File: config.mk
export PLATFORM = sky130hd
export DESIGN_NAME = heartbeat_failover_task_manager_top
export DESIGN_NICKNAME = d
export VERILOG_FILES = /design/src/hw/rtl/hftm_pkg.sv /design/src/hw/rtl/hftm_ctrl.sv /design/src/hw/rtl/hftm_dp.sv /design/src/hw/rtl/heartbeat_failover_task_manager_top.sv
export VERILOG_INCLUDE_DIRS = /design/src /design/src/hw/rtl
export SDC_FILE = /design/constraint.sdc
export NUM_CORES = 1
export LEC_CHECK = 0
export ABC_AREA = 1
export BUFFER_PORTS_ARGS = -buffer_cell sky130_fd_sc_hd__buf_2
export CAP_MARGIN = 10
export CORE_MARGIN = 4
export CORE_UTILIZATION = 45
export DETAILED_ROUTE_END_ITERATION = 16
export GPL_TIMING_DRIVEN = 0
export SYNTH_ARGS = -nofsm -noshare
export SYNTH_HDL_FRONTEND = slang
export SYNTH_HIERARCHICAL = 1
export SYNTH_SLANG_ARGS = --single-unit
File: constraint.sdc
create_clock -name clk -period 4.9 [get_ports clk]
set_input_delay 0.98 -clock clk [delete_from_list [all_inputs] [get_ports clk]]
set_output_delay 0.98 -clock clk [all_outputs]
set_load 0.02 [all_outputs]
File: src/hw/rtl/heartbeat_failover_task_manager_top_macros.svh
// Assertion macros for the heartbeat failover task manager.
// Expects clk and arst_n in the scope of use; no other dependencies.
`ifndef HEARTBEAT_FAILOVER_TASK_MANAGER_TOP_MACROS_SVH
`define HEARTBEAT_FAILOVER_TASK_MANAGER_TOP_MACROS_SVH

// same-cycle implication
`define HFTM_ASSERT_IMPL(label, ante, cons, msg) \
	label: assert property (@(posedge clk) disable iff (!arst_n) (ante) |-> (cons)) \
		else $error(msg);

// next-cycle implication
`define HFTM_ASSERT_NEXT(label, ante, cons, msg) \
	label: assert property (@(posedge clk) disable iff (!arst_n) (ante) |=> (cons)) \
		else $error(msg);

`endif

File: src/hw/rtl/hftm_pkg.sv
// Shared types and constants of the heartbeat failover task manager.
// No dependencies.
package hftm_pkg;

	localparam int NODES  = 4;
	localparam int TASKS  = 3;
	localparam int NODE_W = 2;
	localparam int TASK_W = 2;
	localparam int TGT_W  = 3;
	localparam int AGE_W  = 16;
	localparam int LOAD_W = 14;

	localparam logic [TASK_W-1:0] NO_TASK = TASK_W'(TASKS);
	localparam logic [TGT_W-1:0]  NO_NODE = TGT_W'(NODES);
	localparam logic [AGE_W-1:0]  AGE_MAX = '1;

	localparam logic [AGE_W-1:0]  TIMEOUT_RST   = 16'd3000;
	localparam logic [LOAD_W-1:0] THRESHOLD_RST = 14'd8000;

	typedef enum logic [2:0] {
		EV_DONE         = 3'd0,
		EV_RECOVERED    = 3'd1,
		EV_FAIL_MOVED   = 3'd2,
		EV_FAIL_NOSPARE = 3'd3,
		EV_FAIL_IDLE    = 3'd4,
		EV_OVL_MOVED    = 3'd5,
		EV_OVL_NOSPARE  = 3'd6
	} hftm_event_t;

	typedef enum logic {
		REQ_HEARTBEAT = 1'b0,
		REQ_TICK      = 1'b1
	} hftm_req_t;

	typedef enum logic {
		REG_TIMEOUT   = 1'b0,
		REG_THRESHOLD = 1'b1
	} hftm_reg_t;

	typedef struct packed {
		logic capture;
		logic apply;
		logic fail_step;
		logic ovl_step;
		logic emit_done;
		logic idx_clr;
	} hftm_cmd_t;

	typedef struct packed {
		logic idx_last;
	} hftm_stat_t;

endpackage

File: src/hw/rtl/hftm_ctrl.sv
// Sequencer: item update, failure pass, overload pass, closing word.
// Depends on hftm_pkg.
module hftm_ctrl (
	input  logic                  clk,
	input  logic                  arst_n,
	input  logic                  start,
	output logic                  busy,
	output hftm_pkg::hftm_cmd_t   cmd,
	input  hftm_pkg::hftm_stat_t  stat
);

	typedef enum logic [4:0] {
		ST_IDLE   = 5'b00001,
		ST_UPDATE = 5'b00010,
		ST_FAIL   = 5'b00100,
		ST_OVL    = 5'b01000,
		ST_DONE   = 5'b10000
	} state_t;

	state_t state_q, state_d;

	always_ff @(posedge clk or negedge arst_n) begin
		if (!arst_n) begin
			state_q <= ST_IDLE;
		end else begin
			state_q <= state_d;
		end
	end

	always_comb begin
		state_d = state_q;
		cmd     = '0;
		unique case (state_q)
			ST_IDLE: begin
				if (start) begin
					cmd.capture = 1'b1;
					state_d     = ST_UPDATE;
				end
			end
			ST_UPDATE: begin
				cmd.apply   = 1'b1;
				cmd.idx_clr = 1'b1;
				state_d     = ST_FAIL;
			end
			ST_FAIL: begin
				cmd.fail_step = 1'b1;
				if (stat.idx_last) begin
					cmd.idx_clr = 1'b1;
					state_d     = ST_OVL;
				end
			end
			ST_OVL: begin
				cmd.ovl_step = 1'b1;
				if (stat.idx_last) begin
					state_d = ST_DONE;
				end
			end
			ST_DONE: begin
				cmd.emit_done = 1'b1;
				state_d       = ST_IDLE;
			end
			default: begin
				state_d = ST_IDLE;
			end
		endcase
	end

	assign busy = (state_q != ST_IDLE);

endmodule

File: src/hw/rtl/hftm_dp.sv
// Datapath: node health table, task map, spare search and result word register.
// Depends on hftm_pkg; driven by hftm_ctrl commands.
module hftm_dp (
	input  logic                               clk,
	input  logic                               arst_n,
	input  hftm_pkg::hftm_cmd_t                cmd,
	output hftm_pkg::hftm_stat_t               stat,
	input  logic                               req_type,
	input  logic [hftm_pkg::NODE_W-1:0]        node_id,
	input  logic [hftm_pkg::LOAD_W-1:0]        cpu_load,
	input  logic [hftm_pkg::AGE_W-1:0]         timeout,
	input  logic [hftm_pkg::LOAD_W-1:0]        threshold,
	output logic                               ev_valid,
	output hftm_pkg::hftm_event_t              ev_code,
	output logic [hftm_pkg::NODE_W-1:0]        ev_node,
	output logic [hftm_pkg::TASK_W-1:0]        ev_task,
	output logic [hftm_pkg::TGT_W-1:0]         ev_target,
	output logic                               ev_last
);

	// latched item
	hftm_pkg::hftm_req_t               req_q;
	logic [hftm_pkg::NODE_W-1:0]       id_q;
	logic [hftm_pkg::LOAD_W-1:0]       load_in_q;

	// node table
	logic [hftm_pkg::AGE_W-1:0]        age_q     [hftm_pkg::NODES];
	logic [hftm_pkg::LOAD_W-1:0]       load_q    [hftm_pkg::NODES];
	logic [hftm_pkg::TASK_W-1:0]       ntask_q   [hftm_pkg::NODES];
	logic [hftm_pkg::NODES-1:0]        seen_q, healthy_q, latch_q;
	logic [hftm_pkg::TGT_W-1:0]        owner_q   [hftm_pkg::TASKS];
	logic [hftm_pkg::NODE_W-1:0]       idx_q;

	// spare search and owner lookup
	logic                              spare_ok;
	logic [hftm_pkg::NODE_W-1:0]       spare_idx;
	logic                              own_ok;
	logic [hftm_pkg::TASK_W-1:0]       own_task;
	logic                              fail_hit, ovl_hit;

	always_comb begin
		spare_ok  = 1'b0;
		spare_idx = '0;
		for (int i = hftm_pkg::NODES - 1; i >= 0; i--) begin
			if (healthy_q[i] && (load_q[i] < threshold) && (ntask_q[i] == hftm_pkg::NO_TASK)) begin
				spare_ok  = 1'b1;
				spare_idx = hftm_pkg::NODE_W'(i);
			end
		end
	end

	// first task owned by the node under inspection
	always_comb begin
		own_ok   = 1'b0;
		own_task = '0;
		for (int j = hftm_pkg::TASKS - 1; j >= 0; j--) begin
			if (owner_q[j] == hftm_pkg::TGT_W'(idx_q)) begin
				own_ok   = 1'b1;
				own_task = hftm_pkg::TASK_W'(j);
			end
		end
	end

	assign fail_hit = seen_q[idx_q] && healthy_q[idx_q] && (age_q[idx_q] > timeout);
	assign ovl_hit  = healthy_q[idx_q] && (load_q[idx_q] >= threshold) && !latch_q[idx_q];
	assign stat.idx_last = (idx_q == hftm_pkg::NODE_W'(hftm_pkg::NODES - 1));

	always_ff @(posedge clk) begin
		if (cmd.capture) begin
			req_q     <= hftm_pkg::hftm_req_t'(req_type);
			id_q      <= node_id;
			load_in_q <= cpu_load;
		end
	end

	always_ff @(posedge clk or negedge arst_n) begin
		if (!arst_n) begin
			for (int i = 0; i < hftm_pkg::NODES; i++) begin
				age_q[i]   <= '0;
				load_q[i]  <= '0;
				ntask_q[i] <= (i < hftm_pkg::TASKS) ? hftm_pkg::TASK_W'(i) : hftm_pkg::NO_TASK;
			end
			for (int j = 0; j < hftm_pkg::TASKS; j++) begin
				owner_q[j] <= (j < hftm_pkg::NODES) ? hftm_pkg::TGT_W'(j) : hftm_pkg::NO_NODE;
			end
			seen_q    <= '0;
			healthy_q <= '1;
			latch_q   <= '0;
			idx_q     <= '0;
			ev_valid  <= 1'b0;
			ev_code   <= hftm_pkg::EV_DONE;
			ev_node   <= '0;
			ev_task   <= hftm_pkg::NO_TASK;
			ev_target <= hftm_pkg::NO_NODE;
			ev_last   <= 1'b0;
		end else begin
			ev_valid <= 1'b0;

			if (cmd.idx_clr) begin
				idx_q <= '0;
			end else if (cmd.fail_step || cmd.ovl_step) begin
				idx_q <= idx_q + 1'b1;
			end

			if (cmd.apply) begin
				if (req_q == hftm_pkg::REQ_HEARTBEAT) begin
					age_q[id_q]     <= '0;
					seen_q[id_q]    <= 1'b1;
					load_q[id_q]    <= load_in_q;
					healthy_q[id_q] <= 1'b1;
					if (load_in_q < threshold) begin
						latch_q[id_q] <= 1'b0;
					end
					if (!healthy_q[id_q]) begin
						ev_valid  <= 1'b1;
						ev_code   <= hftm_pkg::EV_RECOVERED;
						ev_node   <= id_q;
						ev_task   <= hftm_pkg::NO_TASK;
						ev_target <= hftm_pkg::NO_NODE;
						ev_last   <= 1'b0;
					end
				end else begin
					for (int i = 0; i < hftm_pkg::NODES; i++) begin
						if (seen_q[i] && (age_q[i] != hftm_pkg::AGE_MAX)) begin
							age_q[i] <= age_q[i] + 1'b1;
						end
					end
				end
			end

			if (cmd.fail_step && fail_hit) begin
				healthy_q[idx_q] <= 1'b0;
				ev_valid <= 1'b1;
				ev_node  <= idx_q;
				ev_last  <= 1'b0;
				if (ntask_q[idx_q] != hftm_pkg::NO_TASK) begin
					ev_task <= ntask_q[idx_q];
					if (spare_ok) begin
						ntask_q[idx_q]            <= hftm_pkg::NO_TASK;
						ntask_q[spare_idx]        <= ntask_q[idx_q];
						owner_q[ntask_q[idx_q]]   <= hftm_pkg::TGT_W'(spare_idx);
						ev_code   <= hftm_pkg::EV_FAIL_MOVED;
						ev_target <= hftm_pkg::TGT_W'(spare_idx);
					end else begin
						ev_code   <= hftm_pkg::EV_FAIL_NOSPARE;
						ev_target <= hftm_pkg::NO_NODE;
					end
				end else begin
					ev_code   <= hftm_pkg::EV_FAIL_IDLE;
					ev_task   <= hftm_pkg::NO_TASK;
					ev_target <= hftm_pkg::NO_NODE;
				end
			end

			// an overloaded node owning no task keeps its latch clear
			if (cmd.ovl_step && ovl_hit && own_ok) begin
				latch_q[idx_q] <= 1'b1;
				ev_valid <= 1'b1;
				ev_node  <= idx_q;
				ev_task  <= own_task;
				ev_last  <= 1'b0;
				if (spare_ok) begin
					ntask_q[idx_q]     <= hftm_pkg::NO_TASK;
					ntask_q[spare_idx] <= own_task;
					owner_q[own_task]  <= hftm_pkg::TGT_W'(spare_idx);
					ev_code   <= hftm_pkg::EV_OVL_MOVED;
					ev_target <= hftm_pkg::TGT_W'(spare_idx);
				end else begin
					ev_code   <= hftm_pkg::EV_OVL_NOSPARE;
					ev_target <= hftm_pkg::NO_NODE;
				end
			end

			if (cmd.emit_done) begin
				ev_valid  <= 1'b1;
				ev_code   <= hftm_pkg::EV_DONE;
				ev_node   <= '0;
				ev_task   <= hftm_pkg::NO_TASK;
				ev_target <= hftm_pkg::NO_NODE;
				ev_last   <= 1'b1;
			end
		end
	end

endmodule

File: src/hw/rtl/heartbeat_failover_task_manager_top.sv
// Top level of the heartbeat failover task manager: APB registers, sequencer, datapath.
// Depends on hftm_pkg, hftm_ctrl, hftm_dp and the macros header.
//
//   channel   handshake                         word
//   -------   -------------------------------   --------------------------------------
//   item      start & !busy                     req_type, node_id, cpu_load
//   event     event_valid (one cycle)           event_code, event_node, event_task,
//                                               target_node, last_of_run
//   config    psel & penable & pwrite           paddr[2] selects register, pwdata
//
// An item runs from accept to the closing word through the update state, the failure pass
// over every node, the overload pass over every node, the done state and the event word
// register. busy stays high until the closing word goes out.
// Every event word shows for one cycle; the receiver cannot stall.
// Reset sets the node table and task map to their defaults at once; no clearing pass.
`include "heartbeat_failover_task_manager_top_macros.svh"

module heartbeat_failover_task_manager_top (
	input  logic                          clk,
	input  logic                          arst_n,
	input  logic                          start,
	output logic                          busy,
	input  logic                          req_type,
	input  logic [hftm_pkg::NODE_W-1:0]   node_id,
	input  logic [hftm_pkg::LOAD_W-1:0]   cpu_load,
	output logic                          event_valid,
	output logic [2:0]                    event_code,
	output logic [hftm_pkg::NODE_W-1:0]   event_node,
	output logic [hftm_pkg::TASK_W-1:0]   event_task,
	output logic [hftm_pkg::TGT_W-1:0]    target_node,
	output logic                          last_of_run,
	input  logic                          psel,
	input  logic                          penable,
	input  logic                          pwrite,
	input  logic [2:0]                    paddr,
	input  logic [31:0]                   pwdata,
	output logic [31:0]                   prdata,
	output logic                          pready
);

	logic [hftm_pkg::AGE_W-1:0]  timeout_q;
	logic [hftm_pkg::LOAD_W-1:0] threshold_q;
	hftm_pkg::hftm_reg_t         reg_sel;
	hftm_pkg::hftm_cmd_t         cmd;
	hftm_pkg::hftm_stat_t        stat;
	hftm_pkg::hftm_event_t       ev_code;

	assign reg_sel = hftm_pkg::hftm_reg_t'(paddr[2]);
	assign pready  = 1'b1;

	always_ff @(posedge clk or negedge arst_n) begin
		if (!arst_n) begin
			timeout_q   <= hftm_pkg::TIMEOUT_RST;
			threshold_q <= hftm_pkg::THRESHOLD_RST;
		end else if (psel && penable && pwrite) begin
			unique case (reg_sel)
				hftm_pkg::REG_TIMEOUT:   timeout_q   <= pwdata[hftm_pkg::AGE_W-1:0];
				hftm_pkg::REG_THRESHOLD: threshold_q <= pwdata[hftm_pkg::LOAD_W-1:0];
				default: ;
			endcase
		end
	end

	always_comb begin
		unique case (reg_sel)
			hftm_pkg::REG_TIMEOUT:   prdata = 32'(timeout_q);
			hftm_pkg::REG_THRESHOLD: prdata = 32'(threshold_q);
			default:                 prdata = '0;
		endcase
	end

	hftm_ctrl u_ctrl (
		.clk    (clk),
		.arst_n (arst_n),
		.start  (start),
		.busy   (busy),
		.cmd    (cmd),
		.stat   (stat)
	);

	hftm_dp u_dp (
		.clk       (clk),
		.arst_n    (arst_n),
		.cmd       (cmd),
		.stat      (stat),
		.req_type  (req_type),
		.node_id   (node_id),
		.cpu_load  (cpu_load),
		.timeout   (timeout_q),
		.threshold (threshold_q),
		.ev_valid  (event_valid),
		.ev_code   (ev_code),
		.ev_node   (event_node),
		.ev_task   (event_task),
		.ev_target (target_node),
		.ev_last   (last_of_run)
	);

	assign event_code = ev_code;

	`HFTM_ASSERT_NEXT(a_accept_busy, start && !busy, busy, "accepted item did not raise busy")
	`HFTM_ASSERT_IMPL(a_mid_word_busy, event_valid && !last_of_run, busy,
		"event word outside an item")
	`HFTM_ASSERT_IMPL(a_done_last, event_valid && (ev_code == hftm_pkg::EV_DONE),
		last_of_run, "step done word without last flag")
	`HFTM_ASSERT_IMPL(a_move_target,
		event_valid && (ev_code == hftm_pkg::EV_FAIL_MOVED || ev_code == hftm_pkg::EV_OVL_MOVED),
		target_node != hftm_pkg::NO_NODE, "moved task without a target node")

endmodule
==> impl_metrics.tcl <==
set metrics [dict create \
    async_flop_share_pct 92.09 \
    fp-row-count 63 \
    layout_setup_ws_ps 390.6 \
    cp-end-kind "register" \
    max_freq_mhz 221.8 \
    synth_edf_count 17 \
    clk_path_buf_depth 3 \
    ir_drop_v 0.0004109 \
    antenna_found_initial 0 \
    multi_input_area_um2 7003 \
    powerDensity_nw_per_um2 512.1 \
    reg2reg_depth 21 \
    grt_overflow 0 \
    crit_type "reg -> reg" \
    vias 12830 \
    via_per_inst 5.458 \
    grt_pass1_vias 12300 \
    die_w_um 182.5 \
    comb_power_share_pct 43.1 \
    cts.sinks 215 \
    min_path_type "reg -> reg" \
    ff2ff_setup_slack_ps 390 \
    track_usage_pct 25.00 \
    slew_headroom_pct 42.11 \
    post-dp-hpwl_mm 30.91 \
    crit_required_ps 5350 \
    period_needed_ps 4509 \
    synth-seq-cells 215 \
    die_area_um2 33290 \
    area_growth_pct 13.37 \
    wl_per_cell_um 17.70 \
    core_area_um2 29800 \
    io_pins 104 \
    cp-start-kind "register" \
    fin_hold_ws_ps 465.3 \
    intPower_mw 4.517 \
    seqPwrFrac_pct 32.3 \
    critPathMaxFanout 10 \
    arrival_ps 4960 \
    netlist_area_um2 13700 \
    rsz0062_at_grt "false" \
    n_antenna_cell 0 \
    clock_latency_ps 540 \
    synth_seq_area_share_pct 40.15 \
    place_congestion 0.9294 \
    syn_area_per_cell_um2 7.513 \
    clkPwrFrac_pct 24.6 \
    whs_endpoint "u_dp/ev_last" \
    syn_inst 1823 \
    finish.utilization_pct 52.11 \
    reg2reg_to "u_dp/ev_code[1]" \
    skew_ps 8.750 \
    yosys_warnings 6 \
    hold_buffers 0 \
    grt_max_degree 111 \
    grt_pass1_wl_mm 66.87 \
    wirelength_mm 41.60 \
    hold_viol_final 0 \
    synth_cell_types 55 \
    regArea_um2 5499 \
    drive_gt1_share_pct 11.89 \
    fin_crit_sh_pct 92.03 \
    tightest_slew_ps 868.4 \
    r2r-start "u_dp/idx_q[0]" \
    dp_slack_ps 248.6 \
    holdCritStartpoint "u_dp/ev_last" \
    switchingPower_mw 3.434 \
    p_sw_share_pct 43.19 \
    outcome "complete, no violations" \
    power.total_mw 7.950 \
    initial_core_util_pct 45.96 \
    root_buffer "clkbuf_16" \
    cts_tree "built" \
    synth_ff_type "dfrtp_1" \
    numPortBuffers 68 \
    drc 0 \
    ant_nets 0 \
    setup_viol 0 \
    post-cts-setup-buffers 0 \
    die_h_um 182.5 \
    clkSlewWorstSetupHoldPaths_ps 60 \
    leakage_nw 7.859 \
    ctsHtreeMaxLevel 1 \
    final_nets 2099 \
    min_path_cells 2 \
    slew_violations 0 \
    nFillCells 2938 \
    first_pass_iters 5 \
    maxCapViolCount 0 \
    numCtsBuffers 28 \
    initialDrtViolationCount 1010 \
]
## cell type report
cell class | count | area share [%]
multi-input cells | 1319 | 45.10
flip-flops and latches | 215 | 35.42
inverters | 227 | 5.512
clock buffers | 40 | 5.262
well taps | 390 | 3.143
repair buffers | 70 | 2.611
plain buffers | 77 | 2.595
clock inverters | 12 | 0.3546
## cell usage after synthesis, types with 13 or more instances
master | count | share of area [%]
a21oi_1 | 112 | 4.1
buf_2 | 13 | 0.48
buf_4 | 22 | 1.2
clkbuf_1 | 35 | 0.96
dfrtp_1 | 171 | 31
dfstp_2 | 27 | 5.2
edfxtp_1 | 17 | 3.7
ha_1 | 103 | 9.4
inv_1 | 207 | 5.7
inv_2 | 18 | 0.49
nand2_1 | 485 | 13
nand3_1 | 101 | 3.7
nand4_1 | 18 | 0.82
nor2_1 | 134 | 3.7
nor3_1 | 13 | 0.48
o21ai_0 | 180 | 6.6
o21ai_1 | 19 | 0.69
o22ai_1 | 24 | 1.1
## registers in the layout, summed over array words and instances, names as in the netlist
name,cells
u_dp/latch_q,4
u_dp/owner_q,9
u_dp/load_in_q,14
u_dp/healthy_q,4
timeout_q,16
threshold_q,14
u_dp/ev_last,1
u_dp/ev_code,3
u_dp/ev_target,3
u_dp/age_q,64
u_dp/idx_q,2
u_dp/ntask_q,8
u_dp/ev_task,2
u_dp/id_q,2
u_dp/load_q,56
u_dp/ev_node,2
u_dp/ev_valid,1
u_ctrl/state_q,5
u_dp/req_q,1
u_dp/seen_q,4
## routing by layer
layer / global-route usage, % / vias to the layer above / part of all wire (%)
li1: - / 6244 / -
met1: 36.61 / 6003 / 46
met5: 0 / - / 0
met4: 7.625 / 0 / 3.2
met3: 2.830 / 91 / 7.0
met2: 39.08 / 488 / 44
## per-stage QoR
| step | cell area (um2) | setup TNS (ps) | cells |
|---|---|---|---|
| after CTS | 15520 | 0 | 2350 |
| after floorplan | 13750 | 0 | 1838 |
| after detailed placement | 14650 | 0 | 2298 |
| final | 15530 | 0 | 2350 |
| after global placement | 14580 | -127090 | 2296 |
| after global routing | 15530 | 0 | 2350 |
## critical path, stage by stage (launching register included)
cell	delay [ps]
dfrtp_1	420
buf_6	170
inv_4	100
buf_6	150
clkbuf_1	350
clkbuf_1	480
o21ai_0	270
a21oi_1	330
a21oi_1	120
ha_1	310
nand2_1	60
inv_1	50
nand3_1	110
nor4_2	510
nor2_4	80
nand2_4	160
inv_2	70
nor2_1	190
nand3_2	170
inv_2	160
nand2_1	60
o21ai_0	70
## cell usage in the layout, fill, tap and decap left out, types with 6 or more instances in the layout
cell type / Yosys / layout
nand2_1: 485 / 485
inv_1: 207 / 207
o21ai_0: 180 / 180
dfrtp_1: 171 / 171
nor2_1: 134 / 133
a21oi_1: 112 / 112
ha_1: 103 / 103
nand3_1: 101 / 101
buf_2: 13 / 80
clkbuf_1: 35 / 41
clkbuf_16: 0 / 29
dfstp_2: 27 / 27
o22ai_1: 24 / 24
buf_4: 22 / 22
o21ai_1: 19 / 19
inv_2: 18 / 18
nand4_1: 18 / 18
conb_1: 2 / 17
edfxtp_1: 17 / 17
nor3_1: 13 / 13
a31oi_1: 12 / 12
o31ai_1: 10 / 10
nor2_2: 7 / 8
o21a_1: 8 / 8
a22oi_1: 7 / 7
clkinv_2: 1 / 6
clkinv_1: 0 / 6
nor3_2: 6 / 6
## power by group through the flow
stage / Sequential [mW] / Combinational [mW] / Clock (mW)
after floorplan: 2.50 / 2.32 / 0
after global placement: 2.59 / 3.29 / 0
after detailed placement: 2.59 / 3.39 / 0
after CTS: 2.57 / 3.41 / 1.99
after global routing: 2.62 / 3.91 / 2.07
final: 2.57 / 3.43 / 1.95
## worst max path at each step
| stage | slack, ps | cells after the start | startpoint | end |
|---|---|---|---|---|
| 2_1_floorplan | 1790 | 22 | u_dp/idx_q[0] | u_dp/ev_code[0] |
| 3_3_place_gp | -760 | 1 | arst_n | u_dp/load_q[51] |
| 3_5_place_dp | 250 | 21 | u_dp/idx_q[0] | u_dp/ev_code[1] |
| 4_1_cts | 220 | 21 | u_dp/idx_q[0] | u_dp/ev_code[1] |
| 5_1_grt | 200 | 21 | u_dp/idx_q[0] | u_dp/ev_code[1] |
| 6_report | 390 | 21 | u_dp/idx_q[0] | u_dp/ev_code[1] |
## logic make-up (layout without fill, tap and decap cells)
kind of cell	count (synthesis)	in the layout	share of synthesized area, %
compound gates	400	400	16.10
xor+xnor	4	4	0.2558
fa+ha+maj	103	103	9.410
buf+inv	304	426	9.191
flops	215	215	40.15
mux	3	3	0.2193
other cells	2	17	0.05483
simple gates	792	792	24.62
## timing repair
item | 4_1_cts | 5_1_grt
endpoints found under the hold margin | 0 | 0
endpoints found under the setup margin | 0 | 8
gates resized for setup | 0 | 1
(Power assumes the default switching activity.)
